<file path="src/rtl/lcfe_pkg.sv">
// ----------------------------------------------------------------------------
// lcfe_pkg: shared constants and types of the lamp frame encoder
// Frame byte codes, sequencer step codes, register indexes and reset values.
// ----------------------------------------------------------------------------
`default_nettype none

package lcfe_pkg;

  localparam int LAMP_COUNT = 3;
  localparam int MAX_LAMPS  = 3;
  localparam int LAMPS      = (LAMP_COUNT < MAX_LAMPS) ? LAMP_COUNT : MAX_LAMPS;
  localparam int LAMP_W     = (LAMPS > 1) ? $clog2(LAMPS) : 1;

  localparam int SAMPLE_W = 3;
  localparam int BYTE_W   = 8;
  localparam int COLOR_W  = 24;
  localparam int CFG_IDX_W = 3;
  localparam int STEP_W   = 4;

  // frame bytes
  localparam logic [BYTE_W-1:0] ESC_BYTE   = 8'h5C;
  localparam logic [BYTE_W-1:0] START_BYTE = 8'h30;
  localparam logic [BYTE_W-1:0] CMD_BYTE   = 8'h43;
  localparam logic [BYTE_W-1:0] END_BYTE   = 8'h31;

  // position within one lamp frame
  localparam logic [STEP_W-1:0] ST_ESC0  = 4'd0;
  localparam logic [STEP_W-1:0] ST_START = 4'd1;
  localparam logic [STEP_W-1:0] ST_ID    = 4'd2;
  localparam logic [STEP_W-1:0] ST_CMD   = 4'd3;
  localparam logic [STEP_W-1:0] ST_RED   = 4'd4;
  localparam logic [STEP_W-1:0] ST_GRN   = 4'd5;
  localparam logic [STEP_W-1:0] ST_BLU   = 4'd6;
  localparam logic [STEP_W-1:0] ST_ESC1  = 4'd7;
  localparam logic [STEP_W-1:0] ST_END   = 4'd8;

  // register indexes
  localparam logic [CFG_IDX_W-1:0] REG_ON_COLOR  = 3'd3;
  localparam logic [CFG_IDX_W-1:0] REG_OFF_COLOR = 3'd4;

  // reset values
  localparam logic [MAX_LAMPS-1:0][BYTE_W-1:0] LAMP_ID_RST = {8'h2A, 8'h39, 8'h22};
  localparam logic [COLOR_W-1:0] ON_COLOR_RST  = 24'h00FF00;
  localparam logic [COLOR_W-1:0] OFF_COLOR_RST = 24'hFF0000;

  typedef logic [LAMPS-1:0][BYTE_W-1:0] lamp_ids_t;

  typedef struct packed {
    logic [LAMP_W-1:0] lamp;
    logic [STEP_W-1:0] step;
  } sel_t;

  typedef struct packed {
    logic [BYTE_W-1:0] value;
    logic              escape;
  } byte_info_t;

endpackage

`default_nettype wire

</file>
<file path="src/rtl/lcfe_byte_sel.sv">
// ----------------------------------------------------------------------------
// lcfe_byte_sel: frame byte selector
// Picks the byte for the current lamp and step and flags bytes that are doubled.
// ----------------------------------------------------------------------------
`default_nettype none

module lcfe_byte_sel (
  input  wire lcfe_pkg::sel_t              sel,
  input  wire logic [lcfe_pkg::LAMPS-1:0]  lamp_bits,
  input  wire lcfe_pkg::lamp_ids_t         lamp_ids,
  input  wire logic [lcfe_pkg::COLOR_W-1:0] on_color,
  input  wire logic [lcfe_pkg::COLOR_W-1:0] off_color,
  output lcfe_pkg::byte_info_t             info
);

  logic [lcfe_pkg::COLOR_W-1:0] color;
  logic [lcfe_pkg::BYTE_W-1:0]  value;
  logic                         escapable;

  assign color = lamp_bits[sel.lamp] ? on_color : off_color;

  always_comb begin
    value     = lcfe_pkg::ESC_BYTE;
    escapable = 1'b0;
    case (sel.step)
      lcfe_pkg::ST_ESC0:  value = lcfe_pkg::ESC_BYTE;
      lcfe_pkg::ST_START: value = lcfe_pkg::START_BYTE;
      lcfe_pkg::ST_ID: begin
        value     = lamp_ids[sel.lamp];
        escapable = 1'b1;
      end
      lcfe_pkg::ST_CMD:   value = lcfe_pkg::CMD_BYTE;
      lcfe_pkg::ST_RED: begin
        value     = color[23:16];
        escapable = 1'b1;
      end
      lcfe_pkg::ST_GRN: begin
        value     = color[15:8];
        escapable = 1'b1;
      end
      lcfe_pkg::ST_BLU: begin
        value     = color[7:0];
        escapable = 1'b1;
      end
      lcfe_pkg::ST_ESC1:  value = lcfe_pkg::ESC_BYTE;
      lcfe_pkg::ST_END:   value = lcfe_pkg::END_BYTE;
      default:            value = lcfe_pkg::ESC_BYTE;
    endcase
  end

  assign info.value  = value;
  assign info.escape = escapable && (value == lcfe_pkg::ESC_BYTE);

endmodule

`default_nettype wire

</file>
<file path="src/rtl/lcfe_seq.sv">
// ----------------------------------------------------------------------------
// lcfe_seq: frame sequencer
// Walks lamps and frame steps, one byte per cycle into the output register while out_ready allows.
// ----------------------------------------------------------------------------
`default_nettype none

module lcfe_seq (
  input  wire logic                          clk,
  input  wire logic                          rst_n,
  input  wire logic                          start,
  input  wire logic [lcfe_pkg::LAMPS-1:0]    start_bits,
  input  wire lcfe_pkg::lamp_ids_t           lamp_ids,
  input  wire logic [lcfe_pkg::COLOR_W-1:0]  on_color,
  input  wire logic [lcfe_pkg::COLOR_W-1:0]  off_color,
  output logic                               busy,
  output logic                               out_valid,
  input  wire logic                          out_ready,
  output logic [lcfe_pkg::BYTE_W-1:0]        out_bus_byte,
  output logic                               out_frame_end
);

  logic                          busy_r, busy_nxt;
  logic [lcfe_pkg::LAMP_W-1:0]   lamp_r, lamp_nxt;
  logic [lcfe_pkg::STEP_W-1:0]   step_r, step_nxt;
  logic                          dup_r, dup_nxt;
  logic [lcfe_pkg::LAMPS-1:0]    bits_r, bits_nxt;
  logic                          out_valid_r, out_valid_nxt;
  logic [lcfe_pkg::BYTE_W-1:0]   out_byte_r, out_byte_nxt;
  logic                          out_end_r, out_end_nxt;

  lcfe_pkg::sel_t       sel;
  lcfe_pkg::byte_info_t info;
  logic                 advance;
  logic                 last_byte;
  logic                 hold;

  assign sel.lamp = lamp_r;
  assign sel.step = step_r;

  lcfe_byte_sel u_byte_sel (
    .sel       (sel),
    .lamp_bits (bits_r),
    .lamp_ids  (lamp_ids),
    .on_color  (on_color),
    .off_color (off_color),
    .info      (info)
  );

  assign advance   = busy_r && (!out_valid_r || out_ready);
  // an escaped byte goes out twice before the step moves on
  assign hold      = info.escape && !dup_r;
  assign last_byte = !hold && (step_r == lcfe_pkg::ST_END) &&
                     (lamp_r == lcfe_pkg::LAMP_W'(lcfe_pkg::LAMPS - 1));

  always_comb begin
    busy_nxt      = busy_r;
    lamp_nxt      = lamp_r;
    step_nxt      = step_r;
    dup_nxt       = dup_r;
    bits_nxt      = bits_r;
    out_valid_nxt = out_valid_r;
    out_byte_nxt  = out_byte_r;
    out_end_nxt   = out_end_r;
    if (out_ready) begin
      out_valid_nxt = 1'b0;
    end
    if (start) begin
      busy_nxt = 1'b1;
      lamp_nxt = '0;
      step_nxt = lcfe_pkg::ST_ESC0;
      dup_nxt  = 1'b0;
      bits_nxt = start_bits;
    end else if (advance) begin
      out_valid_nxt = 1'b1;
      out_byte_nxt  = info.value;
      out_end_nxt   = last_byte;
      if (hold) begin
        dup_nxt = 1'b1;
      end else begin
        dup_nxt = 1'b0;
        if (step_r == lcfe_pkg::ST_END) begin
          step_nxt = lcfe_pkg::ST_ESC0;
          lamp_nxt = lamp_r + lcfe_pkg::LAMP_W'(1);
        end else begin
          step_nxt = step_r + lcfe_pkg::STEP_W'(1);
        end
        if (last_byte) begin
          busy_nxt = 1'b0;
        end
      end
    end
  end

  always_ff @(posedge clk) begin
    if (!rst_n) begin
      busy_r      <= 1'b0;
      lamp_r      <= '0;
      step_r      <= lcfe_pkg::ST_ESC0;
      dup_r       <= 1'b0;
      out_valid_r <= 1'b0;
    end else begin
      busy_r      <= busy_nxt;
      lamp_r      <= lamp_nxt;
      step_r      <= step_nxt;
      dup_r       <= dup_nxt;
      out_valid_r <= out_valid_nxt;
    end
  end

  always_ff @(posedge clk) begin
    bits_r     <= bits_nxt;
    out_byte_r <= out_byte_nxt;
    out_end_r  <= out_end_nxt;
  end

  assign busy          = busy_r;
  assign out_valid     = out_valid_r;
  assign out_bus_byte  = out_byte_r;
  assign out_frame_end = out_end_r;

endmodule

`default_nettype wire

</file>
<file path="src/rtl/input_change_lamp_frame_encoder_top.sv">
// ----------------------------------------------------------------------------
// input_change_lamp_frame_encoder_top: switch change to lamp frame encoder
// Emits one escaped command frame per lamp whenever the switch sample changes.
// ----------------------------------------------------------------------------
//  channel | handshake             | payload
//  --------+-----------------------+--------------------------------------
//  input   | in_valid / in_ready   | in_switch_sample[2:0]
//  result  | out_valid / out_ready | out_bus_byte[7:0], out_frame_end
//  config  | cfg_we (no wait)      | cfg_index[2:0], cfg_data[23:0]
//
//  a changed sample gives 27 to 39 bytes, one per cycle unless out_ready stalls,
//  from the frame sequencer through the output register; in_ready is low while it runs
//  an unchanged or first sample is taken with no output
//  reset is synchronous, active low; config registers take their reset values
//  out_ready low freezes the sequencer while a byte is pending, with that byte held
// ----------------------------------------------------------------------------
`default_nettype none

module input_change_lamp_frame_encoder_top (
  input  wire logic                             clk,
  input  wire logic                             rst_n,
  input  wire logic                             in_valid,
  output logic                                  in_ready,
  input  wire logic [lcfe_pkg::SAMPLE_W-1:0]    in_switch_sample,
  output logic                                  out_valid,
  input  wire logic                             out_ready,
  output logic [lcfe_pkg::BYTE_W-1:0]           out_bus_byte,
  output logic                                  out_frame_end,
  input  wire logic                             cfg_we,
  input  wire logic [lcfe_pkg::CFG_IDX_W-1:0]   cfg_index,
  input  wire logic [lcfe_pkg::COLOR_W-1:0]     cfg_data
);

  lcfe_pkg::lamp_ids_t            lamp_ids_r, lamp_ids_nxt;
  logic [lcfe_pkg::COLOR_W-1:0]   on_color_r, on_color_nxt;
  logic [lcfe_pkg::COLOR_W-1:0]   off_color_r, off_color_nxt;
  logic [lcfe_pkg::SAMPLE_W-1:0]  prev_r, prev_nxt;
  logic                           seen_r, seen_nxt;

  logic in_xfer;
  logic start;
  logic busy;

  assign in_ready = !busy;
  assign in_xfer  = in_valid && in_ready;
  assign start    = in_xfer && seen_r && (in_switch_sample != prev_r);

  always_comb begin
    lamp_ids_nxt  = lamp_ids_r;
    on_color_nxt  = on_color_r;
    off_color_nxt = off_color_r;
    if (cfg_we) begin
      for (int i = 0; i < lcfe_pkg::LAMPS; i++) begin
        if (cfg_index == lcfe_pkg::CFG_IDX_W'(i)) begin
          lamp_ids_nxt[i] = cfg_data[lcfe_pkg::BYTE_W-1:0];
        end
      end
      if (cfg_index == lcfe_pkg::REG_ON_COLOR) begin
        on_color_nxt = cfg_data;
      end
      if (cfg_index == lcfe_pkg::REG_OFF_COLOR) begin
        off_color_nxt = cfg_data;
      end
    end
  end

  always_comb begin
    prev_nxt = prev_r;
    seen_nxt = seen_r;
    if (in_xfer) begin
      prev_nxt = in_switch_sample;
      seen_nxt = 1'b1;
    end
  end

  always_ff @(posedge clk) begin
    if (!rst_n) begin
      for (int i = 0; i < lcfe_pkg::LAMPS; i++) begin
        lamp_ids_r[i] <= lcfe_pkg::LAMP_ID_RST[i];
      end
      on_color_r  <= lcfe_pkg::ON_COLOR_RST;
      off_color_r <= lcfe_pkg::OFF_COLOR_RST;
      prev_r      <= '0;
      seen_r      <= 1'b0;
    end else begin
      lamp_ids_r  <= lamp_ids_nxt;
      on_color_r  <= on_color_nxt;
      off_color_r <= off_color_nxt;
      prev_r      <= prev_nxt;
      seen_r      <= seen_nxt;
    end
  end

  lcfe_seq u_seq (
    .clk           (clk),
    .rst_n         (rst_n),
    .start         (start),
    .start_bits    (in_switch_sample[lcfe_pkg::LAMPS-1:0]),
    .lamp_ids      (lamp_ids_r),
    .on_color      (on_color_r),
    .off_color     (off_color_r),
    .busy          (busy),
    .out_valid     (out_valid),
    .out_ready     (out_ready),
    .out_bus_byte  (out_bus_byte),
    .out_frame_end (out_frame_end)
  );

  // the run ends exactly when its closing byte is loaded
  a_end_on_finish: assert property (@(posedge clk) disable iff (!rst_n)
    $fell(busy) |-> (out_valid && out_frame_end))
    else $error("sequencer finished without a closing byte");

  // a run always closes on the frame end byte
  a_end_byte: assert property (@(posedge clk) disable iff (!rst_n)
    (out_valid && out_frame_end) |-> (out_bus_byte == lcfe_pkg::END_BYTE))
    else $error("frame end flag on a byte other than the end code");

  // an unchanged or first sample starts no run
  a_no_run: assert property (@(posedge clk) disable iff (!rst_n)
    (in_xfer && !start) |=> !busy)
    else $error("sequencer started on an unchanged sample");

endmodule

`default_nettype wire
</file>
<file path="config.mk">
export PLATFORM = sky130hd
export DESIGN_NAME = input_change_lamp_frame_encoder_top
export DESIGN_NICKNAME = d
export VERILOG_FILES = /design/src/rtl/lcfe_pkg.sv /design/src/rtl/lcfe_byte_sel.sv /design/src/rtl/lcfe_seq.sv /design/src/rtl/input_change_lamp_frame_encoder_top.sv
export SDC_FILE = /design/constraint.sdc
export NUM_CORES = 1
export LEC_CHECK = 0
export BUFFER_PORTS_ARGS = -buffer_cell sky130_fd_sc_hd__buf_2
export CORE_MARGIN = 2
export CORE_UTILIZATION = 64
export CTS_CLUSTER_SIZE = 14
export DETAILED_ROUTE_END_ITERATION = 7
export GPL_ROUTABILITY_DRIVEN = 0
export PLACE_DENSITY_LB_ADDON = 0.12
export SLEW_MARGIN = 20
export SYNTH_ARGS = -nofsm -noshare
export SYNTH_HDL_FRONTEND = slang
export SYNTH_SLANG_ARGS = --single-unit
</file>
<file path="constraint.sdc">
create_clock -name clk -period 6.7 [get_ports clk]
set_clock_uncertainty 0.2 [all_clocks]
set_input_delay 0.335 -clock clk [delete_from_list [all_inputs] [get_ports clk]]
set_output_delay 0.335 -clock clk [all_outputs]
set_load 0.02 [all_outputs]
</file>
==> metrics.txt, run 1 <==
# IOs=46; cell count after synthesis=605; Critical Path, Cell by Cell=nor2b_1 > mux2_2 > mux2_2 > o211ai_1 > and4b_1 > a21oi_2 > mux2i_1; Worst Max-Slew Pin Slew=1.11 ns; Sum Neg Setup Slack=0 ns; H-Tree Depth=3; final count of pins violating max slew=0; worst min path class=in -> reg; clk slew on worst S/H paths=0.09 ns; full die area=between 8000 and 9000 um2; # rows=32; TritonCTS clock tree=done; setup violators final=0; DRC errors left=0; crit end category=flip-flop; initial antenna violation count=0; initial core utilization=65.3%; Yosys reg bits=97; die width=92.1 um; Gate power share=around a tenth; area taken by multi-input logic gates=between 2000 and 3000 um2; Ys Warns=0; layout filler cell count=648; Switching Fraction=25.1%; share of cells above drive strength 1=a little under an eighth; internal power=0.000822 W; FF/Latch Area=roughly 2100 um2; largest net degree at the start of global routing=81; Final Cycle Share=approximately half; RSZ-0062 raised after global routing=false; vias post-DR=roughly 4.4k; WL/cell=roughly 17 um; post-DP HPWL=8240 um; crit path kind=reg -> reg; number of synthesized flops with an enable pin=12; top_reg_cell synth=dfxtp_1; # diodes=0; CP startpoint kind=flip-flop; most common cell after layout, fill and taps aside=nand2_1; overall routing resource usage=a little under a third; Via density=~6; cell area after synthesis=4960 um2; crit path DAT=3.50 ns; post-CTS setup buffers=0; CTS resizes=0; Reg2Reg Setup Slack=3.30 ns; Worst Path Max Fanout=14; crit path to=u_seq.step_r[1]$_SDFFE_PP0P_; switching power=0.000275 W; Fin. Hold Viols=0; ys async rst share=0%; Fmax=294 MHz; Worst-Skew Late Latency=approximately 0.37 ns; root buf cell=clkbuf_8; hold buffers post-CTS=11; Crit. path cell count=7; Worst R2R Path Depth=7; drt total wl=12,300 um; Clock Sinks=between 90 and 100; syn_area_per_cell=8.21 um2; sequential fraction of the synthesis area=41.5%; RR Startpoint=u_seq.bits_r[2]$_DFFE_PP_; Worst slew margin=25.6%; DR iter-0 viols=approximately 300; I/O Buffers=between 40 and 50; TritonCTS buffer count=9; min cycle time layout=3.40 ns; Seq pwr share=56.3%; drt first pass iters=5; final net count=667; pre-CTS WS=3.38 ns; pwr/cell area=roughly 200 nW/um2; first-pass GRT wire length=between 20,000 and 25,000 um; Longest Clk Path Bufs=2; vias in the first global route=between 4k and 5k; Slowest Stage Delay on Critical Path=0.81 ns; Leak Pwr=2.01 nW; critical path's most frequent cell=mux2_2; Peak supply drop=between 0.15 and 0.2 mV; outcome=finished, final reports clean; max_cap viols=0; Unique masters post-synth=53; Final Power=0.00110 W; Crit path max-delay family=multiplexers; CP max-delay cell=nor2b_1; syn nets=between 600 and 700; r2r endpoint=u_seq.step_r[1]$_SDFFE_PP0P_; CP Data Required Time=6.79 ns; setup ws final=3.30 ns; Worst Path Buf+Inv=0; area of the core=approximately 7600 um2; GRT Residual Overflow=0; area delta synth->final=9.63%; CP startpoint=u_seq.bits_r[2]$_DFFE_PP_; most frequent cells in the layout=nand2_1, dfxtp_1, a21boi_0; Die H=92.1 um; Clk network pwr share=33.8%; post-route ant nets=0
-- power by group through the flow --
stage                     combinational (W)  sequential, W  clock [W]
final                              0.000108       0.000618   0.000371
after global routing               0.000120       0.000620   0.000395
after CTS                          0.000107       0.000617   0.000376
after floorplan                   0.0000658       0.000630          0
after global placement            0.0000979       0.000630          0
after detailed placement           0.000101       0.000631          0
-- cell families after synthesis --
| kind of cell | synth area share [%] |
|---|---|
| adders and majority gates | 1.26 |
| DFF | 41.5 |
| and+or+nand+nor | 29.5 |
| muxes | 4.84 |
| xor gates and xnor gates | 0.706 |
| buffers and inverters | 4.64 |
| AOI/OAI and AO/OA | 17.5 |
-- flip-flops by register name, summed over array words and instances (netlist names) --
| signal | cells |
|---|---|
| lamp_ids_r | 24 |
| off_color_r | 24 |
| on_color_r | 24 |
| u_seq.out_bus_byte | 8 |
| u_seq.step_r | 4 |
| prev_r | 3 |
| u_seq.bits_r | 3 |
| u_seq.lamp_r | 2 |
| seen_r | 1 |
| u_seq.busy | 1 |
| u_seq.dup_r | 1 |
| u_seq.out_frame_end | 1 |
| u_seq.out_valid | 1 |
-- worst reg2reg max path, stage by stage (launching register included) --
cell and delay (ns):
edfxtp_1 0.62, nor2b_1 0.81, mux2_2 0.49, mux2_2 0.37
o211ai_1 0.15, and4b_1 0.26, a21oi_2 0.20, mux2i_1 0.22
-- cell type report --
cell class | instances | share of cell area (%)
sequential | 97 | 37.9
multi-input combinational | 452 | 49.2
inverter | 8 | 0.552
clock inverter | 5 | 1.01
timing repair buffer | 59 | 6.57
clock buffer | 11 | 2.41
tap | 102 | 2.34
-- through the flow --
step                instance area, um2  hold WS, ns  cells  utilization, %
finish                            5440      0.00272    734            71.5
global route                      5440       0.0109    734            71.5
CTS                               5440     0.000476    734            71.5
detailed placement                5140        0.255    707            67.6
global placement                  5140        0.246    707            67.6
floorplan                         4960        0.234    605               -
-- how the worst min path moves through the flow --
stage	cells after the start	from	end
floorplan	2	u_seq.dup_r$_SDFFE_PP0P_	u_seq.dup_r$_SDFFE_PP0P_
global placement	2	u_seq.dup_r$_SDFFE_PP0P_	u_seq.dup_r$_SDFFE_PP0P_
detailed placement	2	lamp_ids_r[19]$_SDFFE_PN1P_	lamp_ids_r[19]$_SDFFE_PN1P_
CTS	3	cfg_data[10]	on_color_r[10]$_SDFFE_PN1P_
global route	3	cfg_data[10]	on_color_r[10]$_SDFFE_PN1P_
finish	3	cfg_data[10]	on_color_r[10]$_SDFFE_PN1P_
-- cell usage after synthesis, types with 2 or more instances --
master     count  area, um2
nor2_1        16       60.1
xor2_1         3       26.3
a211o_1        2       17.5
edfxtp_1      12        360
a222oi_1       2       20.0
and4b_1        3       30.0
a21boi_0      50        375
a22oi_1        3       22.5
o21bai_1       2       15.0
o211ai_1       4       30.0
o221ai_1      13        114
and3_1         3       18.8
nand2_1      177        664
a2111oi_0      2       17.5
mux2_2         4       45.0
dfxtp_1       85       1700
ha_1           5       62.6
or3_1          2       12.5
nand4_1        5       31.3
nor3b_1       14        105
nand3b_1       3       22.5
o21a_1         3       22.5
inv_1          8       30.0
a211oi_1       3       22.5
nand4b_1      13        114
o22ai_1        6       37.5
nand2b_1      15       93.8
a21oi_1        2       10.0
nor2b_1        8       50.1
and2_1         8       50.1
clkbuf_1      44        165
o31ai_1        2       15.0
o21ai_0       14       70.1
nand3_1       32        160
mux2i_1       18        180
buf_6          2       22.5
-- per-layer routing --
metal | part of all wire (%) | global-route usage (%) | vias to the layer above | routed length (um)
met5 | 0 | 0 | - | 0
met4 | 2.8 | 12.2 | 0 | 351
met3 | 6.1 | 4.77 | 30 | 752
met2 | 47 | 50.2 | 174 | 5820
met1 | 44 | 38.9 | 2025 | 5410
li1 | - | - | 2143 | -
No activity file was read; power rests on OpenSTA's default activity.
==> run 2, diff against run 1 <==
--- a/config.mk
+++ b/config.mk
@@ -5,9 +5,10 @@
 export SDC_FILE = /design/constraint.sdc
 export NUM_CORES = 1
 export LEC_CHECK = 0
+export ABC_AREA = 1
 export BUFFER_PORTS_ARGS = -buffer_cell sky130_fd_sc_hd__buf_2
 export CORE_MARGIN = 2
-export CORE_UTILIZATION = 64
+export CORE_UTILIZATION = 53
 export CTS_CLUSTER_SIZE = 14
 export DETAILED_ROUTE_END_ITERATION = 7
 export GPL_ROUTABILITY_DRIVEN = 0
==> constraint.sdc (replaced) <==
create_clock -name clk -period 3.1 [get_ports clk]
set_clock_uncertainty 0.2 [all_clocks]
set_input_delay 0.155 -clock clk [delete_from_list [all_inputs] [get_ports clk]]
set_output_delay 0.155 -clock clk [all_outputs]
set_load 0.02 [all_outputs]
==> metrics.txt, run 2 <==
final count of pins violating max slew=0 (unchanged); hold buffers post-CTS=29 (was 11); WL/cell=13.6 um (was 16.8 um); crit path DAT=2.67 ns (was 3.50 ns); Via density=5.10 (was 5.96); TritonCTS clock tree=done (unchanged); I/O Buffers=45 (unchanged); # diodes=0 (unchanged); largest cells by area after synthesis=dfxtp_1, nand2_1, o21ai_0 (was dfxtp_1, nand2_1, a21boi_0); overall routing resource usage=24.7% (was 30.0%); Worst Path Buf+Inv=2 (was 0); final instance area=5300 um2 (was 5440 um2); biggest regs=lamp_ids_r: 24 flops, off_color_r: 24 flops, on_color_r: 24 flops (unchanged); Longest Clk Path Bufs=2 (unchanged); setup violators final=0 (unchanged); post-DP HPWL=7460 um (was 8240 um); met3 GRT Util=3.52% (was 4.77%); Final Cycle Share=83.0% (was 50.8%); number of synthesized flops with an enable pin=12 (unchanged); Worst slew margin=47.3% (was 25.6%); CP Data Required Time=3.19 ns (was 6.79 ns); post-route ant nets=0 (unchanged); Synth top area share=37.9% (was 34.3%); GRT busiest layer=met2 (unchanged); die width=96.1 um (was 92.1 um); Clock Sinks=97 (unchanged); outcome=finished, final reports clean (unchanged); Fin. Hold Viols=0 (unchanged); sequential fraction of the synthesis area=45.9% (was 41.5%); Crit path max-delay family=simple AND/OR/NAND/NOR gates (was multiplexers); full die area=9230 um2 (was 8480 um2); H-Tree Depth=3 (unchanged); # IOs=46 (unchanged); min cycle time layout=2.57 ns (was 3.40 ns); vias post-DR=4,056 (was 4,372); cell count after synthesis=618 (was 605); Ys Warns=0 (unchanged); DR iter-0 viols=224 (was 305); drt first pass iters=4 (was 5); first-pass GRT wire length=17,700 um (was 20,200 um); top_reg_cell synth=dfxtp_1 (unchanged); Post-DP Area=4770 um2 (was 5140 um2); TritonCTS buffer count=9 (unchanged); layout filler cell count=732 (was 648); cell area after synthesis=4490 um2 (was 4960 um2); Worst Max-Slew Pin Slew=0.790 ns (was 1.11 ns); Slowest Stage Delay on Critical Path=0.58 ns (was 0.81 ns); post-CTS setup buffers=0 (unchanged); clk slew on worst S/H paths=0.09 ns (about the same); CTS resizes=0 (unchanged); worst min path class=in -> reg (unchanged); Worst-Skew Late Latency=0.37 ns (about the same); Synth top cells by count=nand2_1, nor2_1, dfxtp_1 (was nand2_1, dfxtp_1, a21boi_0); Critical Path, Cell by Cell=inv_2 > nand2_4 > nand3_4 > nand2_8 > inv_2 > nand2_1 > o21ai_0 > a21oi_1 > nand2_1 > nor2_2 > nand2_4 > nand2_4 > nand2_1 > a21oi_1 (was nor2b_1 > mux2_2 > mux2_2 > o211ai_1 > and4b_1 > a21oi_2 > mux2i_1); # rows=33 (was 32); Leak Pwr=2.43 nW (was 2.01 nW); pwr/cell area=489 nW/um2 (was 202 nW/um2); Sum Neg Setup Slack=0 ns (unchanged); vias in the first global route=3,883 (was 4,152); Fmax=389 MHz (was 294 MHz); initial antenna violation count=0 (unchanged); syn nets=658 (was 645); RSZ-0062 raised after global routing=false (unchanged); crit end category=flip-flop (unchanged); initial core utilization=54.7% (was 65.3%); most frequent cells in the layout=nand2_1, nor2_1, dfxtp_1 (was nand2_1, dfxtp_1, a21boi_0); Worst Path Max Fanout=26 (was 14); CP max-delay cell=dfxtp_1 (was nor2b_1); met2 Use GR=43.6% (was 50.2%); CP startpoint kind=flip-flop (unchanged); syn_area_per_cell=7.27 um2 (was 8.21 um2); area of the core=8220 um2 (was 7610 um2); count leader, synth=nand2_1 (unchanged); Yosys reg bits=97 (unchanged); Synth area leader=dfxtp_1 (unchanged); share of cells above drive strength 1=12.5% (was 11.6%); root buf cell=clkbuf_8 (unchanged); Unique masters post-synth=31 (was 53); drt total wl=10,800 um (was 12,300 um); final net count=725 (was 667); DRC errors left=0 (unchanged); most common cell after layout, fill and taps aside=nand2_1 (unchanged); GRT Residual Overflow=0 (unchanged); max_cap viols=0 (unchanged); area delta synth->final=18.0% (was 9.63%); met1 Usage GRT=30.9% (was 38.9%); largest net degree at the start of global routing=69 (was 81); ys async rst share=0% (unchanged); Peak supply drop=0.303 mV (was 0.161 mV); Die H=96.1 um (was 92.1 um); crit path kind=reg -> reg (unchanged)
[run 2: changes by cell type after synthesis, sizes merged, moves of 26 or more]
cell and change:
inv +74, nor2 +78, a21oi +47, a21boi -50, nand2 -61, clkbuf -26
o21ai +62
[run 2: worst paths after layout]
kind / startpoint / end / slack, ns / depth (start not counted)
max: u_seq.lamp_r[0]$_SDFFE_PP0P_ / u_seq.step_r[3]$_SDFFE_PP0P_ / 0.53 / 14
max reg2reg: u_seq.lamp_r[0]$_SDFFE_PP0P_ / u_seq.step_r[3]$_SDFFE_PP0P_ / 0.53 / 14
min reg2reg: lamp_ids_r[14]$_SDFFE_PN0P_ / lamp_ids_r[14]$_SDFFE_PN0P_ / 0.26 / 2
min: cfg_index[1] / lamp_ids_r[13]$_SDFFE_PN1P_ / 0.03 / 4
[run 2: worst reg2reg max path: cells and delay by family (launching register included)]
kind                   cells  cell delay, ns
AOI/OAI and AO/OA          3            0.35
and+or+nand+nor            9            1.09
buffers and inverters      2            0.28
DFF                        1            0.58
[run 2: power by group]
| part | total, W | switching, W | leakage (nW) | internal, W |
|---|---|---|---|---|
| sequential | 0.00134 | 0.0000209 | 0.798 | 0.00132 |
| clock | 0.000998 | 0.000461 | 0.114 | 0.000536 |
| combinational | 0.000253 | 0.000153 | 1.52 | 0.000101 |
[run 2: kinds of logic after synthesis]
family | synth area share [%]
AO/OA/AOI/OAI | 15.3
XOR/XNOR | 0.780
adder cells (fa/ha/maj) | 1.39
buffers and inverters | 9.55
flip-flops | 45.9
AND/OR/NAND/NOR | 27.1
[run 2: through the flow]
stage / util (%) / power [W] / instances / setup slack, ns / hold slack [ns]
detailed placement: 58.1 / 0.00160 / 750 / 0.571 / 0.175
finish: 64.5 / 0.00259 / 795 / 0.527 / 0.0331
global placement: 58.1 / 0.00159 / 750 / 0.683 / 0.176
floorplan: - / 0.00152 / 618 / 1.08 / 0.0539
global route: 64.5 / 0.00268 / 795 / 0.242 / 0.0807
CTS: 64.5 / 0.00260 / 795 / 0.550 / 0.0311
[run 2: area by class of cell]
cell class                      instances  area [um2]  area share (%)
Inverter                               83         312            5.88
Sequential cell                        97        2060            38.9
Clock buffer                            9         124            2.34
Multi-Input combinational cell        415        2000            37.8
Tap cell                              105         131            2.48
Clock inverter                          7         118            2.22
Timing Repair Buffer                   79         553            10.4
[run 2: per-layer routing]
| metal | part of all wire (%) | vias to the layer above |
|---|---|---|
| met5 | 0 | - |
| met4 | 1.5 | 0 |
| met3 | 3.4 | 16 |
| met2 | 48 | 77 |
| met1 | 47 | 1847 |
| li1 | - | 2116 |
